**src/design/iss_pkg.sv**
```systemverilog
// Shared constants and types for the indexed sequential search block.
// Holds the store geometry, derived widths and controller/datapath structs.
// No dependencies.
`default_nettype none

package iss_pkg;

    localparam int PAGE_COUNT   = 256;
    localparam int PAGE_ITEMS   = 4;
    localparam int PAYLOAD_BITS = 32;

    localparam int STORE_DEPTH  = PAGE_COUNT * PAGE_ITEMS;
    localparam int KEY_W        = 32;
    localparam int POS_W        = 10;
    localparam int COUNT_W      = 11;
    localparam int PROBE_W      = 9;
    localparam int PAGE_AW      = $clog2(PAGE_COUNT);
    localparam int SLOT_W       = $clog2(PAGE_ITEMS);
    localparam int STORE_AW     = $clog2(STORE_DEPTH);
    localparam int PAGE_NUM_W   = $clog2(PAGE_COUNT + 1);
    localparam int FILL_W       = $clog2(PAGE_ITEMS + 1);

    localparam logic MODE_LOAD   = 1'b0;
    localparam logic MODE_SEARCH = 1'b1;

    // controller -> datapath
    typedef struct packed {
        logic load;      // write one store position
        logic start;     // latch search key and page geometry
        logic idx_adv;   // index entry passed, move to next page
        logic pg_enter;  // begin scanning the selected page
        logic pg_probe;  // one page entry compared this cycle
        logic hit;       // capture matching payload
    } t_dp_cmd;

    // datapath -> controller
    typedef struct packed {
        logic idx_more;   // current index entry is within range and not above key
        logic page_zero;  // no index entry passed: key below the first page, or no pages in use
        logic key_hit;    // compared page entry equals key
        logic last_slot;  // compared page entry is the last one to test
    } t_dp_sts;

endpackage

`default_nettype wire

```
**src/design/iss_ctrl.sv**
```systemverilog
// Sequencing FSM for the indexed search: load, index scan, page scan, result.
// Depends on iss_pkg.
`default_nettype none

module iss_ctrl (
    input  wire logic             i_clk,
    input  wire logic             i_rst_n,
    input  wire logic             i_valid,
    input  wire logic             i_mode,
    input  wire logic             i_ready,
    input  wire iss_pkg::t_dp_sts i_sts,
    output logic                  o_in_ready,
    output logic                  o_out_valid,
    output iss_pkg::t_dp_cmd      o_cmd
);
    import iss_pkg::*;

    localparam logic [1:0] ST_IDLE = 2'd0;
    localparam logic [1:0] ST_IDX  = 2'd1;
    localparam logic [1:0] ST_PG   = 2'd2;
    localparam logic [1:0] ST_OUT  = 2'd3;

    logic [1:0] r_state;
    logic [1:0] n_state;

    always_comb begin
        n_state = r_state;
        o_cmd   = '0;
        case (r_state)
            ST_IDLE: begin
                if (i_valid) begin
                    if (i_mode == MODE_SEARCH) begin
                        o_cmd.start = 1'b1;
                        n_state     = ST_IDX;
                    end else begin
                        o_cmd.load = 1'b1;
                    end
                end
            end
            ST_IDX: begin
                if (i_sts.idx_more) begin
                    o_cmd.idx_adv = 1'b1;
                end else if (i_sts.page_zero) begin
                    n_state = ST_OUT;
                end else begin
                    o_cmd.pg_enter = 1'b1;
                    n_state        = ST_PG;
                end
            end
            ST_PG: begin
                o_cmd.pg_probe = 1'b1;
                if (i_sts.key_hit) begin
                    o_cmd.hit = 1'b1;
                    n_state   = ST_OUT;
                end else if (i_sts.last_slot) begin
                    n_state = ST_OUT;
                end
            end
            ST_OUT: begin
                if (i_ready) begin
                    n_state = ST_IDLE;
                end
            end
            default: begin
                n_state = ST_IDLE;
            end
        endcase
    end

    always_ff @(posedge i_clk) begin
        if (!i_rst_n) begin
            r_state <= ST_IDLE;
        end else begin
            r_state <= n_state;
        end
    end

    assign o_in_ready  = (r_state == ST_IDLE);
    assign o_out_valid = (r_state == ST_OUT);

endmodule

`default_nettype wire

```
**config.mk**
```make
export PLATFORM = sky130hd
export DESIGN_NAME = iss_ctrl
export DESIGN_NICKNAME = d
export VERILOG_FILES = /design/src/design/iss_pkg.sv /design/src/design/iss_ctrl.sv
export SDC_FILE = /design/constraint.sdc
export NUM_CORES = 1
export LEC_CHECK = 0
export BUFFER_PORTS_ARGS = -buffer_cell sky130_fd_sc_hd__clkbuf_2
export CAP_MARGIN = 10
export CELL_PAD_IN_SITES_DETAIL_PLACEMENT = 0
export CELL_PAD_IN_SITES_GLOBAL_PLACEMENT = 1
export CORE_AREA = 2 2 39 41
export DETAILED_ROUTE_END_ITERATION = 8
export DIE_AREA = 0 0 41 43
export HOLD_SLACK_MARGIN = 0.1
export PLACE_DENSITY = 0.52
export SLEW_MARGIN = 10
export SYNTH_ARGS = -nofsm -noshare
export SYNTH_HDL_FRONTEND = slang
export SYNTH_SLANG_ARGS = --single-unit
```
**constraint.sdc**
```tcl
create_clock -name i_clk -period 1.7 [get_ports i_clk]
set_input_delay 0.425 -clock i_clk [delete_from_list [all_inputs] [get_ports i_clk]]
set_output_delay 0.425 -clock i_clk [all_outputs]
set_load 0.02 [all_outputs]
```
### Word-level counts from Yosys, hierarchy flattened

Index checks and enable logic that the tools add are counted.

* add/subtract/negate cells: 0
* $mul: 0
* divide/modulo/power cells: 0
* $lt $le $gt $ge: 0
* eq/ne operators: 8
* shift operators: 0
* muxes and demuxes: 18
* bitwise gates (word level): 0
* reductions and logical operators: 2

Operators by type and width (count)
* 2-bit 2-to-1 mux: 10
* 2-bit != test, second input constant: 4
* 2-bit case mux with 4 select lines: 1
* 1-bit 2-to-1 mux: 7
* 5-bit AND reduction: 1
* 2-bit == test, second input constant: 2
* 3-bit != test, second input constant: 1
* 2-bit by 1-bit == test with 1-bit output, second input constant: 1
* 2-bit logical NOT: 1

* register bits: 2
* latch bits: 0
* bits in writable memories: 0
* ROM bits: 0
* input bits: 9
* output and inout port bits: 8
* logic and storage cells: 29
* memories: 0

### Longest topological paths before layout

Gate-level depths: netlist (run 1).

* depth in word-level cells: 3
* mapped depth: 5
* gate-level depth less buffers: 5

### Worst setup path before layout (run 1)

Ideal clock, no wire load.

* kind: flip-flop to flip-flop
* start: register r_state[0]
* end: register r_state[0]
* library setup time: 0.072 ns
* arrival time: 1.471 ns
* data required time: 1.628 ns
* path slack: 0.157 ns
* cell stages (with the launch flop): 6
* buffers on the path: 0
* clock period less this slack: 1.543 ns
* cells stage by stage: dfxtp_1 -> inv_1 -> ha_1 -> a21boi_0 -> a2111oi_4 -> mux2i_1

* longest elaborated chain between the ends: 3
* elaborated cells between the ends (all ways): 11
* classes of those cells: 8 x eq/ne; 1 x mux; 2 x reduce/logical

RTL lines
* start: declaration: line iss_ctrl.sv:23 `logic [1:0] r_state;`
* start signal: assignment: line iss_ctrl.sv:74 `r_state <= n_state;`
* 2-bit logical NOT (*)
* via o_in_ready: line iss_ctrl.sv:12 `output logic o_in_ready,`
* 2-bit != test (no line)
* 5-bit AND reduction (no line)

Mark *: on every way through the listed nets, which the timed path passes. The rest lies on a longest branch.
A chain may end at the register's enable or synchronous reset.

==> impl_metrics.tcl, run 1 <==
set metrics [dict create \
    reg_top3 "r_state (2)" \
    synthesis.area_um2 231 \
    vias 244 \
    rrSetupSlack_ns 0.22 \
    arrival_ns 1.15 \
    syn_nets 39 \
    antenna_found_initial 0 \
    clk_pin_slew_ns 0.03 \
    yosysTopAreaCellShare_pct 21.6 \
    via_per_inst 3.94 \
    cts_tree "yes" \
    path_max_fanout 6 \
    r2r_cells 5 \
    finClkSkew_ns 0.00348 \
    drive_gt1_share_pct 52.2 \
    ctsHtreeMaxLevel 1 \
    cp-end-kind "primary output" \
    worstMarginPinSlew_ns 0.411 \
    cts_sinks 2 \
    wl_per_cell_um 7.84 \
    layout_common_cells "16 x clkbuf_2, 4 x nand2_1, 3 x inv_1, 3 x ha_1, 3 x clkbuf_4" \
    grt_overflow 0 \
    cp-startpoint "r_state[0]" \
    fin_crit_ns 1.58 \
    cts.path.max_buffers 2 \
    gr-usage-all-layers_pct 6.61 \
    yosys.area.top_type "ha_1" \
    drt-total-wl_um 486 \
    critPathLaunchType "flip-flop" \
    die_y_um 43 \
    seqPwrFrac_pct 15.8 \
    mostFrequentLayoutCell "clkbuf_2" \
    grt_pass1_wl_um 696 \
    drt_iter0_markers 2 \
    cap_violations 0 \
    post-dp-hpwl_um 439 \
    die-area_mm2 0.00176 \
    grt_use_met3_pct 6.28 \
    numCtsBuffers 3 \
    drtAntennaViolNets 0 \
    status "complete, no violations" \
    port_buffers 16 \
    final_net_count 61 \
    grtUsageMet1_pct 5.41 \
    setup_viol 0 \
    ys_seq_elements 2 \
    min-delay-path-class "input pin to flip-flop" \
    grt_setup_unrepaired "false" \
    max_freq_mhz 635 \
    yosys_warnings 0 \
    synth.distinct_cells 14 \
    design_area_um2 365 \
    num_antenna_cells 0 \
    num_rows 14 \
    leakagePower_nw 0.196 \
    path_cells "inv_1 > ha_2 > and3_1 > clkbuf_2" \
    p_int_uw 306 \
    drc_errors 0 \
    p_per_area_mw_per_mm2 1470 \
    slew_violations 0 \
    netlist_instances 26 \
    num-fill-cells 159 \
    cpLargestDelayFamily "flip-flops" \
    cp_slowest_cell "dfxtp_2" \
    cts_root_buffer "clkbuf_4" \
    grt_use_met2_pct 9.69 \
    max_stage_delay_ns 0.33 \
    start_util_pct 16.7 \
    ir_worst_vdd_mv 0.572 \
    r2r_end "r_state[0]" \
    area_growth_pct 57.8 \
    die_w_um 41 \
    worst-path-stages 4 \
    grt.busiest_layer "met2" \
    crit_required_ns 1.27 \
    dr.pass1.iters 2 \
    whs_ns 0.487 \
    worstSetupEndpoint "o_cmd[4]" \
    dpl_cell_area_um2 339 \
    p_switching_uw 231 \
    finalHoldViolCount 0 \
    num_io_pins 17 \
    crit_type "flip-flop to primary output" \
    grt_pass1_vias 188 \
    ys_seq_area_share_pct 17.3 \
    core_area_mm2 0.00138 \
    gp_congestion 0.659 \
    share_comb_of_total_power_pct 64.8 \
    postLayoutCoreUtil_pct 26.4 \
    post_cts_buffers 0 \
    power.total_uw 537 \
    grt_max_degree 7 \
    slew_headroom_pct 72.6 \
    switching_share_pct 43.0 \
    regToRegStartpoint "r_state[0]" \
    synthTopCellsByArea "ha_1 22%, dfxtp_1 17%, a2111oi_4 12%" \
    clock_latency_ns 0.22 \
    crit_buf_inv 2 \
    p_clk_share_pct 19.4 \
    syn_area_per_cell_um2 8.90 \
    largest_reg_flops 2 \
    period_share_pct 92.7 \
    largest_register "r_state" \
    setup_tns_ns 0 \
]
area by class of cell:
type,instances,area [um^2],share of cell area [%]
Multi-Input combinational cell,21,183,50.0
Sequential cell,2,41.3,11.3
Timing Repair Buffer,17,87.6,24.0
Inverter,3,11.3,3.08
Tap cell,16,20.0,5.48
Clock buffer,3,22.5,6.16
synth_stat cells (all sizes together):
cell type  instances
and2               2
a21boi             1
mux2i              2
a2111oi            1
nor2               1
and3               2
nor2b              1
dfxtp              2
ha                 4
inv                3
nand2              4
nor3b              2
o31ai              1
what timing repair did:
item	4_1_cts	5_1_grt
setup endpoints to repair	0	5
resized for setup	0	2
hold buffers	0	0
routing by layer:
| metal | share of wire (%) | vias to the layer above | wire (um) |
|---|---|---|---|
| met3 | 11 | 0 | 54 |
| met4 | 0 | 0 | 0 |
| li1 | - | 130 | - |
| met1 | 41 | 102 | 200 |
| met2 | 48 | 12 | 232 |
| met5 | 0 | - | 0 |
cells by family (layout without fill, tap and decap cells):
logic type      Yosys count  in the layout  synth area share (%)
compound gates            3              3                  18.4
fa+ha+maj                 4              4                  21.6
buf+inv                   3             23                  4.86
flops                     2              2                  17.3
mux                       2              2                  8.65
simple gates             12             12                  29.2
metrics by stage:
| step | instances | worst slack [ns] |
|---|---|---|
| 3_3_place_gp | 59 | 0.126 |
| 4_1_cts | 62 | 0.00611 |
| 6_report | 62 | 0.124 |
| 2_1_floorplan | 26 | 0.157 |
| 3_5_place_dp | 59 | 0.105 |
| 5_1_grt | 62 | 0.00283 |
worst min-delay path, stage by stage:
cell	delay, ns
clkbuf_2	0.11
nand2_1	0.07
mux2i_1	0.06
worst min path at each step:
stage,startpoint,to,cells after the start
floorplan,r_state[1],r_state[1],2
global placement,r_state[0],r_state[0],2
detailed placement,r_state[0],r_state[0],2
CTS,i_rst_n,r_state[1],3
global route,i_rst_n,r_state[0],3
finish,i_rst_n,r_state[0],3
power groups by stage:
stage | registers [mW] | logic [mW] | clock network, mW
after floorplan | 0.0862 | 0.252 | 0
after global placement | 0.0834 | 0.355 | 0
after detailed placement | 0.0840 | 0.350 | 0
after CTS | 0.0833 | 0.350 | 0.110
after global routing | 0.0887 | 0.389 | 0.119
final | 0.0849 | 0.348 | 0.104
Power figures use the tool's default switching activity.
==> run 2, diff against run 1 <==
--- a/config.mk
+++ b/config.mk
@@ -7,13 +7,11 @@
 export LEC_CHECK = 0
 export BUFFER_PORTS_ARGS = -buffer_cell sky130_fd_sc_hd__clkbuf_2
 export CAP_MARGIN = 10
-export CELL_PAD_IN_SITES_DETAIL_PLACEMENT = 0
-export CELL_PAD_IN_SITES_GLOBAL_PLACEMENT = 1
 export CORE_AREA = 2 2 39 41
 export DETAILED_ROUTE_END_ITERATION = 8
 export DIE_AREA = 0 0 41 43
 export HOLD_SLACK_MARGIN = 0.1
-export PLACE_DENSITY = 0.52
+export PLACE_DENSITY = 0.38
 export SLEW_MARGIN = 10
 export SYNTH_ARGS = -nofsm -noshare
 export SYNTH_HDL_FRONTEND = slang
==> impl_metrics.tcl, run 2 (synthesized netlist as in run 1, its figures left out) <==
set metrics [dict create \
    port_buffers 16 \
    ir_worst_vdd_mv 0.403 \
    dr.pass1.iters 1 \
    core_area_mm2 0.00138 \
    die_w_um 41 \
    max_stage_delay_ns 0.33 \
    slew_headroom_pct 76.2 \
    finClkSkew_ns 0.00398 \
    drt-total-wl_um 493 \
    gr-usage-all-layers_pct 6.51 \
    r2r_end "r_state[1]" \
    post_cts_buffers 0 \
    finalHoldViolCount 0 \
    setup_viol 0 \
    cts_sinks 2 \
    gp_congestion 0.688 \
    num_antenna_cells 0 \
    num_rows 14 \
    route.met2.wl_um 251 \
    slew_violations 0 \
    grt_pass1_vias 226 \
    max_freq_mhz 633 \
    p_per_area_mw_per_mm2 1450 \
    start_util_pct 16.7 \
    cap_violations 0 \
    regToRegStartpoint "r_state[0]" \
    status "complete, no violations" \
    ctsResizeCount 1 \
    cp_slowest_cell "dfxtp_2" \
    arrival_ns 1.15 \
    largest_reg_flops 2 \
    mostFrequentLayoutCell "clkbuf_2" \
    met3WireLength_um 43 \
    hold_depth 3 \
    via_per_inst 3.90 \
    crit_required_ns 1.27 \
    largest_register "r_state" \
    min_from "i_rst_n" \
    worstMarginPinSlew_ns 0.356 \
    cp-end-kind "primary output" \
    r2r_cells 5 \
    grt_pass1_wl_um 745 \
    area_growth_pct 57.3 \
    setup_tns_ns 0 \
    grt_setup_unrepaired "false" \
    layout_common_cells "14 x clkbuf_2, 4 x nand2_1, 3 x inv_1, 3 x ha_1, 3 x clkbuf_4" \
    min-delay-path-class "input pin to flip-flop" \
    rrSetupSlack_ns 0.26 \
    drive_gt1_share_pct 55.6 \
    final_net_count 60 \
    cts_root_buffer "clkbuf_4" \
    period_share_pct 92.9 \
    num_io_pins 17 \
    die-area_mm2 0.00176 \
    wl_per_cell_um 8.08 \
    path_max_fanout 6 \
    cts.path.max_buffers 2 \
    wl_met1_um 197 \
    drt_iter0_markers 0 \
    cts_tree "yes" \
    top_layer "met3" \
    grt_max_degree 7 \
    critPathLaunchType "flip-flop" \
    clk_pin_slew_ns 0.03 \
    numCtsBuffers 3 \
    min_to "r_state[0]" \
    path_cells "inv_1 > ha_2 > and3_1 > clkbuf_2" \
    reg_top3 "r_state (2)" \
    leakagePower_nw 0.194 \
    drc_errors 0 \
    ctsHtreeMaxLevel 1 \
    whs_ns 0.476 \
    die_y_um 43 \
    antenna_found_initial 0 \
    crit_type "flip-flop to primary output" \
    cts-hold-fix-buffers 0 \
    vias 238 \
    clock_latency_ns 0.22 \
    grt_overflow 0 \
    fin_crit_ns 1.58 \
    drtAntennaViolNets 0 \
]
[run 2: where the power goes]
| group | total (mW) | switching, mW | leakage [nW] | internal [mW] |
|---|---|---|---|---|
| logic | 0.327 | 0.177 | 0.163 | 0.150 |
| registers | 0.0959 | 0.0247 | 0.0172 | 0.0712 |
| clock network | 0.105 | 0.0274 | 0.0138 | 0.0779 |
| total | 0.528 | 0.229 | 0.194 | 0.299 |
[run 2: critical path, delay by kind of cell, from the launching register on]
kind | cells | cell delay (ns)
flops | 1 | 0.33
buf+inv | 2 | 0.24
fa+ha+maj | 1 | 0.21
simple gates | 1 | 0.15
[run 2: cell type report]
type	count	area, um^2
clock buffer	3	22.5
fill	168	1020
inverter	3	11.3
multi-input combinational	21	188
sequential	2	42.5
tap	16	20.0
timing repair buffer	16	80.1
[run 2: layer usage]
metal,global-route usage (%),up-vias
li1,-,128
met1,5.10,100
met2,10.6,10
met3,4.71,0
met4,4.00,0
met5,0,-
[run 2: worst max path at each step]
stage,from,to,cells after the start
2_1_floorplan,r_state[0],r_state[0],5
3_3_place_gp,r_state[0],r_state[0],5
3_5_place_dp,r_state[0],r_state[1],5
4_1_cts,r_state[1],o_cmd[4],4
5_1_grt,r_state[0],o_cmd[5],5
6_report,r_state[0],o_cmd[4],4
[run 2: per-stage QoR]
stage | worst slack (ns) | util [%] | total power, mW | cells | instance area (um^2)
2_1_floorplan | 0.157 | - | 0.338 | 26 | 231
3_3_place_gp | 0.0965 | 24.0 | 0.427 | 58 | 332
3_5_place_dp | 0.130 | 24.0 | 0.419 | 58 | 332
4_1_cts | 0.0352 | 25.7 | 0.535 | 61 | 355
5_1_grt | 0.0238 | 26.3 | 0.584 | 61 | 364
6_report | 0.120 | 26.3 | 0.528 | 61 | 364
